## src/rtl/core/tcad_pkg.sv

```systemverilog
// Shared types and constants for the tap changer auto decision block.
// No dependencies.
package tcad_pkg;

    typedef struct packed {
        logic               req_type;
        logic        [15:0] volt_a;
        logic        [15:0] volt_b;
        logic        [15:0] volt_c;
        logic signed [15:0] real_a;
        logic signed [15:0] reactive_a;
        logic signed [15:0] real_b;
        logic signed [15:0] reactive_b;
        logic signed [15:0] real_c;
        logic signed [15:0] reactive_c;
        logic        [1:0]  gear_setting;
        logic               large_capacity_now;
    } in_item_t;

    typedef struct packed {
        logic [1:0] motion;
        logic       raise_request;
        logic       lower_request;
        logic       capacity_request;
    } out_item_t;

    localparam int unsigned CFG_W     = 34;
    localparam int unsigned CFG_IDX_W = 3;

    // register indexes
    localparam logic [CFG_IDX_W-1:0] REG_LOWER_THR  = 3'd0;
    localparam logic [CFG_IDX_W-1:0] REG_RAISE_THR  = 3'd1;
    localparam logic [CFG_IDX_W-1:0] REG_LOCK_LOW   = 3'd2;
    localparam logic [CFG_IDX_W-1:0] REG_LOCK_HIGH  = 3'd3;
    localparam logic [CFG_IDX_W-1:0] REG_CAP_THR    = 3'd4;
    localparam logic [CFG_IDX_W-1:0] REG_CUR_RATIO  = 3'd5;
    localparam logic [CFG_IDX_W-1:0] REG_VOLT_DELAY = 3'd6;
    localparam logic [CFG_IDX_W-1:0] REG_CAP_DELAY  = 3'd7;

    // motion codes
    localparam logic [1:0] MOTION_NONE  = 2'd0;
    localparam logic [1:0] MOTION_RAISE = 2'd1;
    localparam logic [1:0] MOTION_LOWER = 2'd2;
    localparam logic [1:0] MOTION_CAP   = 2'd3;

    localparam logic       REQ_SAMPLE = 1'b0;
    localparam logic       REQ_TICK   = 1'b1;

    localparam logic [1:0] GEAR_SMALL = 2'd0;
    localparam logic [1:0] GEAR_LARGE = 2'd1;

    localparam logic [15:0] LARGE_CAP_DELAY = 16'd60;
    localparam logic [1:0]  IDLE_LIMIT      = 2'd3;

endpackage

```

## src/rtl/core/tap_changer_auto_decision.sv

```systemverilog
// Tap changer auto decision: voltage raise/lower and capacity change decision.
// Depends on tcad_pkg.
// Sample item: after accept it runs ST_VOLT, then per phase a square (ST_SQA, ST_SQB)
// and a 16-step bit-serial square root (three phases), then an 8-step radix-4
// ratio multiply, ST_CAP and ST_OUT. Next item is taken once the block is idle again.
// Tick item: ST_TICK then ST_OUT; both kinds wait in ST_OUT while the result stalls.
// rst_n (async, active low) clears control state and loads register defaults.
module tap_changer_auto_decision
    import tcad_pkg::*;
(
    input  logic                 clk,
    input  logic                 rst_n,
    input  logic                 item_valid,
    output logic                 item_stall,
    input  in_item_t             item_data,
    output logic                 result_valid,
    input  logic                 result_stall,
    output out_item_t            result_data,
    input  logic                 cfg_we,
    input  logic [CFG_IDX_W-1:0] cfg_index,
    input  logic [CFG_W-1:0]     cfg_data
);

    localparam logic [3:0] ST_IDLE = 4'd0;
    localparam logic [3:0] ST_TICK = 4'd1;
    localparam logic [3:0] ST_VOLT = 4'd2;
    localparam logic [3:0] ST_SQA  = 4'd3;
    localparam logic [3:0] ST_SQB  = 4'd4;
    localparam logic [3:0] ST_ROOT = 4'd5;
    localparam logic [3:0] ST_MUL3 = 4'd6;
    localparam logic [3:0] ST_MUL  = 4'd7;
    localparam logic [3:0] ST_CAP  = 4'd8;
    localparam logic [3:0] ST_OUT  = 4'd9;

    // configuration
    logic [15:0] lower_thr_reg, raise_thr_reg, lock_low_reg, lock_high_reg;
    logic [33:0] cap_thr_reg;
    logic [15:0] cur_ratio_reg, volt_delay_reg, cap_delay_reg;

    // control state
    logic [3:0]  state_reg, state_next;
    logic        raise_flag_reg, raise_flag_next;
    logic        lower_flag_reg, lower_flag_next;
    logic        cap_flag_reg, cap_flag_next;
    logic [15:0] raise_cnt_reg, raise_cnt_next;
    logic [15:0] lower_cnt_reg, lower_cnt_next;
    logic [15:0] cap_cnt_reg, cap_cnt_next;
    logic [1:0]  volt_idle_reg, volt_idle_next;
    logic [1:0]  cap_idle_reg, cap_idle_next;
    logic [1:0]  motion_reg, motion_next;
    logic [1:0]  phase_reg, phase_next;
    logic [3:0]  step_reg, step_next;
    logic        result_valid_reg, result_valid_next;

    // datapath
    in_item_t    item_reg;
    logic [31:0] rad_reg, rad_next;
    logic [16:0] rem_reg, rem_next;
    logic [15:0] root_reg, root_next;
    logic [17:0] mag_sum_reg, mag_sum_next;
    logic [19:0] mag3_reg, mag3_next;
    logic [15:0] ratio_sh_reg, ratio_sh_next;
    logic [33:0] prod_reg, prod_next;
    out_item_t   result_reg, result_next;

    logic        accept;
    logic        out_free;
    logic [15:0] p_raw, q_raw, p_mag, q_mag, sq_in;
    logic [31:0] sq;
    logic [17:0] volt_sum, lower_lim, raise_lim;
    logic [15:0] vmin, vmax;
    logic [18:0] rem_shift, trial;
    logic        root_bit;
    logic [15:0] root_new;
    logic [19:0] addend;
    logic [15:0] cap_dly;

    assign item_stall   = (state_reg != ST_IDLE);
    assign accept       = item_valid && !item_stall;
    assign out_free     = !result_valid_reg || !result_stall;
    assign result_valid = result_valid_reg;
    assign result_data  = result_reg;

    // phase operand select and magnitudes
    always_comb
    begin
        unique case (phase_reg)
            2'd0:
            begin
                p_raw = item_reg.real_a;
                q_raw = item_reg.reactive_a;
            end
            2'd1:
            begin
                p_raw = item_reg.real_b;
                q_raw = item_reg.reactive_b;
            end
            default:
            begin
                p_raw = item_reg.real_c;
                q_raw = item_reg.reactive_c;
            end
        endcase
    end

    assign p_mag = p_raw[15] ? (16'd0 - p_raw) : p_raw;
    assign q_mag = q_raw[15] ? (16'd0 - q_raw) : q_raw;
    assign sq_in = (state_reg == ST_SQA) ? p_mag : q_mag;
    assign sq    = {16'd0, sq_in} * {16'd0, sq_in};

    // voltage compare, sum against 3x threshold
    assign volt_sum  = {2'd0, item_reg.volt_a} + {2'd0, item_reg.volt_b}
                     + {2'd0, item_reg.volt_c};
    assign lower_lim = {2'd0, lower_thr_reg} + {1'b0, lower_thr_reg, 1'b0};
    assign raise_lim = {2'd0, raise_thr_reg} + {1'b0, raise_thr_reg, 1'b0};

    always_comb
    begin
        vmin = item_reg.volt_a;
        vmax = item_reg.volt_a;
        if (item_reg.volt_b < vmin) vmin = item_reg.volt_b;
        if (item_reg.volt_c < vmin) vmin = item_reg.volt_c;
        if (item_reg.volt_b > vmax) vmax = item_reg.volt_b;
        if (item_reg.volt_c > vmax) vmax = item_reg.volt_c;
    end

    // one root bit per cycle, radicand shifted in two bits at a time
    assign rem_shift = {rem_reg, rad_reg[31:30]};
    assign trial     = {1'b0, root_reg, 2'b01};
    assign root_bit  = (rem_shift >= trial);
    assign root_new  = {root_reg[14:0], root_bit};

    always_comb
    begin
        unique case (ratio_sh_reg[15:14])
            2'd0:    addend = 20'd0;
            2'd1:    addend = {2'd0, mag_sum_reg};
            2'd2:    addend = {1'b0, mag_sum_reg, 1'b0};
            default: addend = mag3_reg;
        endcase
    end

    assign cap_dly = item_reg.large_capacity_now ? LARGE_CAP_DELAY : cap_delay_reg;

    always_comb
    begin
        state_next        = state_reg;
        raise_flag_next   = raise_flag_reg;
        lower_flag_next   = lower_flag_reg;
        cap_flag_next     = cap_flag_reg;
        raise_cnt_next    = raise_cnt_reg;
        lower_cnt_next    = lower_cnt_reg;
        cap_cnt_next      = cap_cnt_reg;
        volt_idle_next    = volt_idle_reg;
        cap_idle_next     = cap_idle_reg;
        motion_next       = motion_reg;
        phase_next        = phase_reg;
        step_next         = step_reg;
        result_valid_next = result_valid_reg && result_stall;
        rad_next          = rad_reg;
        rem_next          = rem_reg;
        root_next         = root_reg;
        mag_sum_next      = mag_sum_reg;
        mag3_next         = mag3_reg;
        ratio_sh_next     = ratio_sh_reg;
        prod_next         = prod_reg;
        result_next       = result_reg;

        unique case (state_reg)
            ST_IDLE:
            begin
                if (accept)
                begin
                    state_next = (item_data.req_type == REQ_TICK) ? ST_TICK : ST_VOLT;
                end
            end
            ST_TICK:
            begin
                // voltage part
                if (raise_flag_reg)
                begin
                    if (raise_cnt_reg < volt_delay_reg)
                        raise_cnt_next = raise_cnt_reg + 16'd1;
                    else
                        motion_next = MOTION_RAISE;
                end
                else if (lower_flag_reg)
                begin
                    if (lower_cnt_reg < volt_delay_reg)
                        lower_cnt_next = lower_cnt_reg + 16'd1;
                    else
                        motion_next = MOTION_LOWER;
                end
                else if (volt_idle_reg < IDLE_LIMIT)
                begin
                    volt_idle_next = volt_idle_reg + 2'd1;
                end
                else
                begin
                    motion_next    = MOTION_NONE;
                    raise_cnt_next = 16'd0;
                    lower_cnt_next = 16'd0;
                    volt_idle_next = 2'd0;
                end
                // capacity part, overrides the voltage motion
                if (cap_flag_reg)
                begin
                    if (cap_cnt_reg < cap_dly)
                        cap_cnt_next = cap_cnt_reg + 16'd1;
                    else
                        motion_next = MOTION_CAP;
                end
                else if (cap_idle_reg < IDLE_LIMIT)
                begin
                    cap_idle_next = cap_idle_reg + 2'd1;
                end
                else
                begin
                    motion_next   = MOTION_NONE;
                    cap_cnt_next  = 16'd0;
                    cap_idle_next = 2'd0;
                end
                state_next = ST_OUT;
            end
            ST_VOLT:
            begin
                if ((volt_sum > lower_lim) && (vmin > lock_low_reg))
                begin
                    lower_flag_next = 1'b1;
                    raise_flag_next = 1'b0;
                end
                else if ((volt_sum < raise_lim) && (vmax < lock_high_reg))
                begin
                    lower_flag_next = 1'b0;
                    raise_flag_next = 1'b1;
                end
                else
                begin
                    lower_flag_next = 1'b0;
                    raise_flag_next = 1'b0;
                end
                phase_next   = 2'd0;
                mag_sum_next = 18'd0;
                state_next   = ST_SQA;
            end
            ST_SQA:
            begin
                rad_next   = sq;
                state_next = ST_SQB;
            end
            ST_SQB:
            begin
                rad_next   = rad_reg + sq;
                rem_next   = 17'd0;
                root_next  = 16'd0;
                step_next  = 4'd0;
                state_next = ST_ROOT;
            end
            ST_ROOT:
            begin
                rem_next  = root_bit ? 17'(rem_shift - trial) : rem_shift[16:0];
                root_next = root_new;
                rad_next  = {rad_reg[29:0], 2'b00};
                step_next = step_reg + 4'd1;
                if (step_reg == 4'd15)
                begin
                    mag_sum_next = mag_sum_reg + {2'd0, root_new};
                    if (phase_reg == 2'd2)
                    begin
                        state_next = ST_MUL3;
                    end
                    else
                    begin
                        phase_next = phase_reg + 2'd1;
                        state_next = ST_SQA;
                    end
                end
            end
            ST_MUL3:
            begin
                mag3_next     = {2'd0, mag_sum_reg} + {1'b0, mag_sum_reg, 1'b0};
                ratio_sh_next = cur_ratio_reg;
                prod_next     = 34'd0;
                step_next     = 4'd0;
                state_next    = ST_MUL;
            end
            ST_MUL:
            begin
                // radix-4, most significant digit of the ratio first
                prod_next     = {prod_reg[31:0], 2'b00} + {14'd0, addend};
                ratio_sh_next = {ratio_sh_reg[13:0], 2'b00};
                step_next     = step_reg + 4'd1;
                if (step_reg[2:0] == 3'd7)
                    state_next = ST_CAP;
            end
            ST_CAP:
            begin
                if (item_reg.gear_setting == GEAR_SMALL)
                    cap_flag_next = (prod_reg < cap_thr_reg);
                else if (item_reg.gear_setting == GEAR_LARGE)
                    cap_flag_next = (prod_reg > cap_thr_reg);
                state_next = ST_OUT;
            end
            ST_OUT:
            begin
                if (out_free)
                begin
                    result_next.motion           = motion_reg;
                    result_next.raise_request    = raise_flag_reg;
                    result_next.lower_request    = lower_flag_reg;
                    result_next.capacity_request = cap_flag_reg;
                    result_valid_next            = 1'b1;
                    state_next                   = ST_IDLE;
                end
            end
            default:
            begin
                state_next = ST_IDLE;
            end
        endcase
    end

    always_ff @(posedge clk or negedge rst_n)
    begin
        if (!rst_n)
        begin
            state_reg        <= ST_IDLE;
            raise_flag_reg   <= 1'b0;
            lower_flag_reg   <= 1'b0;
            cap_flag_reg     <= 1'b0;
            raise_cnt_reg    <= 16'd0;
            lower_cnt_reg    <= 16'd0;
            cap_cnt_reg      <= 16'd0;
            volt_idle_reg    <= 2'd0;
            cap_idle_reg     <= 2'd0;
            motion_reg       <= MOTION_NONE;
            phase_reg        <= 2'd0;
            step_reg         <= 4'd0;
            result_valid_reg <= 1'b0;
            lower_thr_reg    <= 16'hFFFF;
            raise_thr_reg    <= 16'd0;
            lock_low_reg     <= 16'd0;
            lock_high_reg    <= 16'hFFFF;
            cap_thr_reg      <= 34'd0;
            cur_ratio_reg    <= 16'd1;
            volt_delay_reg   <= 16'd0;
            cap_delay_reg    <= 16'd0;
        end
        else
        begin
            state_reg        <= state_next;
            raise_flag_reg   <= raise_flag_next;
            lower_flag_reg   <= lower_flag_next;
            cap_flag_reg     <= cap_flag_next;
            raise_cnt_reg    <= raise_cnt_next;
            lower_cnt_reg    <= lower_cnt_next;
            cap_cnt_reg      <= cap_cnt_next;
            volt_idle_reg    <= volt_idle_next;
            cap_idle_reg     <= cap_idle_next;
            motion_reg       <= motion_next;
            phase_reg        <= phase_next;
            step_reg         <= step_next;
            result_valid_reg <= result_valid_next;
            if (cfg_we)
            begin
                unique case (cfg_index)
                    REG_LOWER_THR:  lower_thr_reg  <= cfg_data[15:0];
                    REG_RAISE_THR:  raise_thr_reg  <= cfg_data[15:0];
                    REG_LOCK_LOW:   lock_low_reg   <= cfg_data[15:0];
                    REG_LOCK_HIGH:  lock_high_reg  <= cfg_data[15:0];
                    REG_CAP_THR:    cap_thr_reg    <= cfg_data;
                    REG_CUR_RATIO:  cur_ratio_reg  <= cfg_data[15:0];
                    REG_VOLT_DELAY: volt_delay_reg <= cfg_data[15:0];
                    REG_CAP_DELAY:  cap_delay_reg  <= cfg_data[15:0];
                    default:        cap_delay_reg  <= cap_delay_reg;
                endcase
            end
        end
    end

    always_ff @(posedge clk)
    begin
        if (accept)
            item_reg <= item_data;
        rad_reg      <= rad_next;
        rem_reg      <= rem_next;
        root_reg     <= root_next;
        mag_sum_reg  <= mag_sum_next;
        mag3_reg     <= mag3_next;
        ratio_sh_reg <= ratio_sh_next;
        prod_reg     <= prod_next;
        result_reg   <= result_next;
    end

endmodule

```

## config.mk

```make
export PLATFORM = sky130hd
export DESIGN_NAME = tap_changer_auto_decision
export DESIGN_NICKNAME = d
export VERILOG_FILES = /design/src/rtl/core/tcad_pkg.sv /design/src/rtl/core/tap_changer_auto_decision.sv
export SDC_FILE = /design/constraint.sdc
export NUM_CORES = 2
export LEC_CHECK = 0
export BUFFER_PORTS_ARGS = -buffer_cell sky130_fd_sc_hd__buf_2
export CAP_MARGIN = 20
export CELL_PAD_IN_SITES_DETAIL_PLACEMENT = 0
export CELL_PAD_IN_SITES_GLOBAL_PLACEMENT = 1
export CORE_UTILIZATION = 45
export CTS_CLUSTER_DIAMETER = 150
export DETAILED_ROUTE_END_ITERATION = 10
export HOLD_SLACK_MARGIN = 0.12
export PLACE_DENSITY_LB_ADDON = 0.1
export SYNTH_ARGS = -nofsm -noshare
export SYNTH_HDL_FRONTEND = slang
export SYNTH_SLANG_ARGS = --single-unit
```

## constraint.sdc

```tcl
create_clock -name clk -period 9.85 [get_ports clk]
set_input_delay 0 -clock clk [delete_from_list [all_inputs] [get_ports clk]]
set_output_delay 0 -clock clk [all_outputs]
set_load 0.03 [all_outputs]
```

# == Word-level counts from Yosys, hierarchy flattened ==
# Cells that the tools add are included.
# word_totals
register_bits,519
latchBits,0
ramBits,0
mem_bits_ro,0
inputBits,190
output_inout_bits,7
n_memories,0
# classes
addsub,18
mul,1
div,0
order_cmp,16
n_eq_ne,35
n_shift,0
muxes,56
bitwise_logic,3
reduce_logical,41
# op_table
op,n
2-to-1 mux 16 bit,17
one-hot mux 16 bit (2 select lines),4
< comparator 16 bit,6
one-hot mux 32 bit (3 select lines),1
one-hot mux 34 bit (2 select lines),1
one-hot mux 20 bit (3 select lines),1
"adder 16 x 1 -> 16 bit, second input constant",3
> comparator 16 bit,3
adder 16 x 17 -> 18 bit,2
one-hot mux 18 bit (2 select lines),1
one-hot mux 4 bit (9 select lines),1
adder 34 x 20 -> 34 bit,1
> comparator 34 bit,1
< comparator 34 bit,1
one-hot mux 17 bit (2 select lines),1
adder 32 bit,1
multiplier 16 x 16 -> 32 bit,1
"subtractor 1 x 16 -> 16 bit, first input constant",2
2-to-1 mux 2 bit,13
AND reduction 2 bit,12
adder 18 x 19 -> 20 bit,1
greater-or-equal comparator 19 x 18 -> 1 bit,1
adder 17 x 16 -> 18 bit,1
adder 18 x 16 -> 18 bit,1
other kinds (38),93

# == Longest topological paths before layout ==
# logic_depth
depth_word,8
mapped_depth,49
mapped_depth_nobuf,46

# == Worst setup path before layout ==
# Ideal clock, no wire load.
# synth_timing
path_kind,flip-flop to flip-flop
start,reg phase_reg[0]
end,"reg rad_reg[31], data pin"
arrival_time_ns,9.818
t_required_ns,9.560
path_slack_ns,-0.258
path_stages_with_launch,49
path_buffers,5
period_less_slack_ns,10.108
path_cell_list,dfrtp_1 -> inv_1 -> ha_1 -> buf_6 -> buf_6 -> clkbuf_1 -> a22o_1 -> a21oi_1 -> buf_2 -> o21ai_0 -> nand3_1 -> o21a_1 -> inv_1 -> clkbuf_1 -> nand2_1 -> inv_1 -> fa_1 -> inv_1 -> [13 not listed] -> o21ai_0 -> nor4_1 -> o21bai_1 -> o21bai_1 -> a211oi_1 -> nor2_1 -> ha_1 -> a21oi_1 -> o21ai_0 -> a32o_1 -> a2111o_1 -> a21oi_2 -> o21ai_1 -> o21a_1 -> o41ai_2 -> xnor2_1 -> xnor2_1 -> o221ai_1
# synth_via
elab_chain_len,8
elab_cells_between_ends,12
cone_classes,3 x add/sub; 1 x mul; 1 x eq/ne; 6 x mux; 1 x reduce/logical
# synth_lines
element,line,text
from (decl),tap_changer_auto_decision.sv:51,"logic [1:0] phase_reg, phase_next;"
from (signal assigned),tap_changer_auto_decision.sv:361,phase_reg <= phase_next;
equality test 2 x 1 -> 1 bit / logical NOT 2 bit (equally long branches),tap_changer_auto_decision.sv:87,unique case (phase_reg)
one-hot mux 16 bit (2 select lines),tap_changer_auto_decision.sv:87,
subtractor 1 x 16 -> 16 bit (on tied branches),"tap_changer_auto_decision.sv:107, tap_changer_auto_decision.sv:106",
2-to-1 mux 16 bit (on tied branches),"tap_changer_auto_decision.sv:107, tap_changer_auto_decision.sv:106",
2-to-1 mux 16 bit (*),tap_changer_auto_decision.sv:108,assign sq_in = (state_reg == ST_SQA) ? p_mag : q_mag;
multiplier 16 x 16 -> 32 bit (*),tap_changer_auto_decision.sv:109,"assign sq = {16'd0, sq_in} * {16'd0, sq_in};"
adder 32 bit,tap_changer_auto_decision.sv:253,rad_next = rad_reg + sq;
one-hot mux 32 bit (3 select lines) (*),tap_changer_auto_decision.sv:169,unique case (state_reg)
net rad_next[31],tap_changer_auto_decision.sv:57,"logic [31:0] rad_reg, rad_next;"
to (signal assigned),tap_changer_auto_decision.sv:385,rad_reg <= rad_next;
to (decl),tap_changer_auto_decision.sv:57,
# The timed path passes the listed nets; every way through them passes the cells marked *.
# A chain may end at the register's enable or synchronous reset.

# == Worst setup path after layout ==
# Ends and elaborated chain as after synthesis.

==> out/results.env <==
RUN_STATUS='finished, violations left'
FAILED_CHECKS='DRC'
CRITICAL-PATH-TOP-CELL-BY-COUNT='sky130_fd_sc_hd__buf_4'
FINAL-INSTANCE-COUNT-EXCL-FILL=6036
RR_STARTPOINT='phase_reg[0]'
MAX_FFS_PER_REGISTER=147
CP_SLOWEST_STAGE_DELAY_PS=550
AVGROUTEDWIREPERCELL_UM=17.84
FIRST_PASS_ITERS=8
TIMING.CRITICAL_PATH.REQUIRED_PS=10210
ANTENNA_VIOLATIONS_BEFORE_REPAIR=1
DRC=22
DESIGN.DIE.AREA_UM2=90870
TRITONCTS.NUM_BUFFERS=66
R2R_SLACK_PS=70
PORTBUFFERS=196
TIMING.HOLD.WORST_PATH_DEPTH=4
CP_MAX_FO=6
POSTSYNTHAREAPERCELL_UM2=10.09
CLOCK_TREE.HTREE_LEVEL_COUNT=3
HOLD_WC_PATH_TYPE='primary input to register'
ASYNC_FLOP_SHARE_PCT=41.23
GROUTE.USAGE.OVERALL_PCT=23.88
YOSYSUNIQUECELLTYPES=91
FP.DIEW_UM=301.4
SYNTH_TOP_FLOP_CELL='sky130_fd_sc_hd__edfxtp_1'
HOLDPATHEND='lock_low_reg[15]'
SYNTH.FF_LATCH_COUNT=519
DRT-INITIAL-DRC-COUNT=1759
MAXSLEWHEADROOM_PCT=27.97
MAX_FREQ_GHz=0.1023
RSZ0062_AT_GRT='true'
CTS-ROOT-BUF='sky130_fd_sc_hd__clkbuf_16'
LAYOUT_COMMONEST_CELL='sky130_fd_sc_hd__ha_1'
AREA_GROWTH_SYN_TO_LAYOUT_PCT=27.50
PATH_CLASS='register to register'
WORSTREGTOREGCELLS=46
WORST_R2R_ENDPOINT='rad_reg[31]'
MAIN_COMBINATIONAL_CELL_FAMILY_BY_AREA_AFTER_SYNTHESIS='adder cells'
SYNTH-SEQ-AREA-SHARE_PCT=36.07
FINAL_CELL_MIX='sky130_fd_sc_hd__ha_1 (438), sky130_fd_sc_hd__inv_1 (437), sky130_fd_sc_hd__dlygate4sd3_1 (372)'
GRT_FIRST_PASS_WIRELENGTH_UM=170800
VIA_COUNT_OF_THE_FIRST_GLOBAL_ROUTING_PASS=31890
DRV_CAP=0
WORSTSKEWPAIRLATENCY_PS=660
PERIOD_NEEDED_PS=9778
DRV_SLEW=0
SYNTH-COMPOUND-AREA-SHARE_PCT=13.67
CORE.ROWCOUNT=109
PLACE.GP.CONGESTION=0.8325
HOLD_VIOL=0
FINALSETUPVIOLATIONS=0
TNS_PS=0
CRITPATHCAPTURETYPE='register'
POST-PLACE-CELLS=5499
TRITONCTS='built'
SYNTH-ADDER-AREA-SHARE_PCT=23.30
CRIT_PATH_START_KIND='register'
SYNTH_MUX_AREA_SHARE_PCT=5.082
SYNTH.YOSYS.WARNINGS=0
SYNTH_CELLS=4000
WORST_SLEW_PIN_TRAN_PS=1077
CORE_UM2=88650
FINAL.PERIOD_UTILIZATION_PCT=99.26
CRITICAL_PATH.SLOWEST_CELL='sky130_fd_sc_hd__fa_1'
ANTENNA_VIOLATING_NETS_REMAINING=0
CTS.SINK_COUNT=519
SYNTH-SIMPLE-AREA-SHARE_PCT=11.97
VIA_COUNT=31450
CRITICAL_PATH_ARRIVAL_PS=10140
HOLD_PATH.STARTPOINT='cfg_data[15]'
DRT_WL_TOTAL_UM=107700
SYNTH-EDFF-COUNT=305
SKEW_PS=42.57
CLOCK_TREE.BUFFER_DEPTH=3
SYNTH_XOR_AREA_SHARE_PCT=4.422
DIE_HEIGHT_UM=301.4
LAYOUT-DRIVE-GT1-SHARE_PCT=19.00
NUM_IO_PINS=197
PATH_CLK_SLEW_PS=60
LARGEST_NET_DEGREE_AT_THE_START_OF_GLOBAL_ROUTING=78
FINALNETCOUNT=5649
INITIAL_CORE_UTILIZATION_PCT=45.52
GLOBALROUTE.TOTALOVERFLOW=0
DRT-VIAS-PER-INSTANCE=5.210
NETLIST_AREA_UM2=40350
PLACE_HPWL_UM=75880
-- how the worst max path moves through the flow --
stage / start / to / cells past startpoint
after floorplan: phase_reg[0] / rad_reg[31] / 47
after global placement: phase_reg[0] / rad_reg[31] / 41
after detailed placement: phase_reg[0] / rad_reg[31] / 41
after CTS: phase_reg[0] / rad_reg[31] / 41
after global routing: phase_reg[0] / rad_reg[31] / 48
final: phase_reg[0] / rad_reg[31] / 46
-- layout make-up --
class	count	area [um2]
clock buffers	83	1767
flip-flops and latches	519	14560
inverters	458	1728
repair buffers	853	7076
well taps	1165	1458
clock inverters	36	402.9
fillers	7699	37200
multi-input cells	2920	24450
diodes	2	5.005
-- Yosys cell counts (7+ instances only) --
| master | count | area [um2] |
|---|---|---|
| sky130_fd_sc_hd__nor2b_1 | 46 | 287.8 |
| sky130_fd_sc_hd__nor3_1 | 66 | 330.3 |
| sky130_fd_sc_hd__nand3_1 | 85 | 425.4 |
| sky130_fd_sc_hd__o21ai_1 | 8 | 40.04 |
| sky130_fd_sc_hd__dfrtp_1 | 181 | 4529 |
| sky130_fd_sc_hd__xor2_1 | 67 | 586.8 |
| sky130_fd_sc_hd__and2_1 | 16 | 100.1 |
| sky130_fd_sc_hd__inv_1 | 453 | 1700 |
| sky130_fd_sc_hd__nor4_1 | 14 | 87.58 |
| sky130_fd_sc_hd__a2111oi_0 | 7 | 61.31 |
| sky130_fd_sc_hd__nand2b_1 | 56 | 350.3 |
| sky130_fd_sc_hd__o21ai_0 | 199 | 996.0 |
| sky130_fd_sc_hd__a22o_1 | 47 | 411.6 |
| sky130_fd_sc_hd__nand4_1 | 46 | 287.8 |
| sky130_fd_sc_hd__nand2_1 | 267 | 1002 |
| sky130_fd_sc_hd__ha_1 | 457 | 5718 |
| sky130_fd_sc_hd__o2111ai_1 | 8 | 70.07 |
| sky130_fd_sc_hd__a211oi_1 | 23 | 172.7 |
| sky130_fd_sc_hd__mux2_2 | 132 | 1486 |
| sky130_fd_sc_hd__a31oi_1 | 16 | 100.1 |
| sky130_fd_sc_hd__and3_1 | 39 | 244.0 |
| sky130_fd_sc_hd__a22oi_1 | 12 | 90.09 |
| sky130_fd_sc_hd__or2_2 | 8 | 50.05 |
| sky130_fd_sc_hd__o21a_1 | 37 | 277.8 |
| sky130_fd_sc_hd__a21o_1 | 102 | 765.7 |
| sky130_fd_sc_hd__a221o_1 | 8 | 80.08 |
| sky130_fd_sc_hd__o41ai_1 | 8 | 70.07 |
| sky130_fd_sc_hd__edfxtp_1 | 305 | 9159 |
| sky130_fd_sc_hd__xnor2_1 | 133 | 1165 |
| sky130_fd_sc_hd__or3_1 | 19 | 118.9 |
| sky130_fd_sc_hd__a21oi_1 | 238 | 1191 |
| sky130_fd_sc_hd__dfstp_2 | 33 | 867.1 |
| sky130_fd_sc_hd__a211o_1 | 8 | 70.07 |
| sky130_fd_sc_hd__o31ai_1 | 10 | 75.07 |
| sky130_fd_sc_hd__clkbuf_1 | 89 | 334.1 |
| sky130_fd_sc_hd__o211ai_1 | 16 | 120.1 |
| sky130_fd_sc_hd__mux2i_1 | 53 | 530.5 |
| sky130_fd_sc_hd__buf_2 | 7 | 35.03 |
| sky130_fd_sc_hd__buf_1 | 8 | 30.03 |
| sky130_fd_sc_hd__o21bai_1 | 33 | 247.7 |
| sky130_fd_sc_hd__fa_1 | 184 | 3684 |
| sky130_fd_sc_hd__nor2_1 | 333 | 1250 |
-- routing by layer --
layer / vias up / global-route usage [%] / wire length (um)
met1: 15140 / 31.69 / 49500
met3: 149 / 2.759 / 2947
li1: 15710 / - / -
met5: - / 0 / 0
met4: 0 / 6.780 / 2741
met2: 448 / 40.95 / 52510
-- stage by stage --
step	hold slack, ps	cell area, um2	utilization [%]	worst slack, ps
after detailed placement	10.45	44350	50.03	-349.3
after global routing	330.6	51440	58.03	-377.7
after global placement	16.04	44350	50.03	-212.4
after floorplan	-295.6	40460	-	4.314
final	325.3	51440	58.03	72.50
after CTS	273.0	50510	56.98	6.803
-- critical path: cells and delay by family (launching register included) --
family                   cells  cell delay (ps)
buffers and inverters       14             1570
flip-flops                   1              420
AND/OR/NAND/NOR              5              610
XOR/XNOR                     3              530
multiplexers                 1              120
adder cells (fa/ha/maj)      9             3790
AO/OA/AOI/OAI               14             2460
-- kinds of logic (layout without fill, tap and decap cells) --
logic type / Yosys count / in the layout
adders and majority gates: 641 / 641
AOI/OAI and AO/OA: 849 / 849
other: 2 / 13
buffers and inverters: 570 / 1430
xor gates and xnor gates: 202 / 202
and+or+nand+nor: 1030 / 1030
DFF: 519 / 519
muxes: 187 / 187
-- what timing repair did --
item                                   4_1_cts  5_1_grt
setup endpoints to repair                    8       13
resized for setup                           26      151
setup buffers                                7       32
endpoints found under the hold margin      398        0
cloned                                       2        1
hold buffers                               373        0
pin swaps                                   15      111
Power is not shown: default switching activity piles up to over one toggle a cycle in this logic, so the estimate is an artifact.
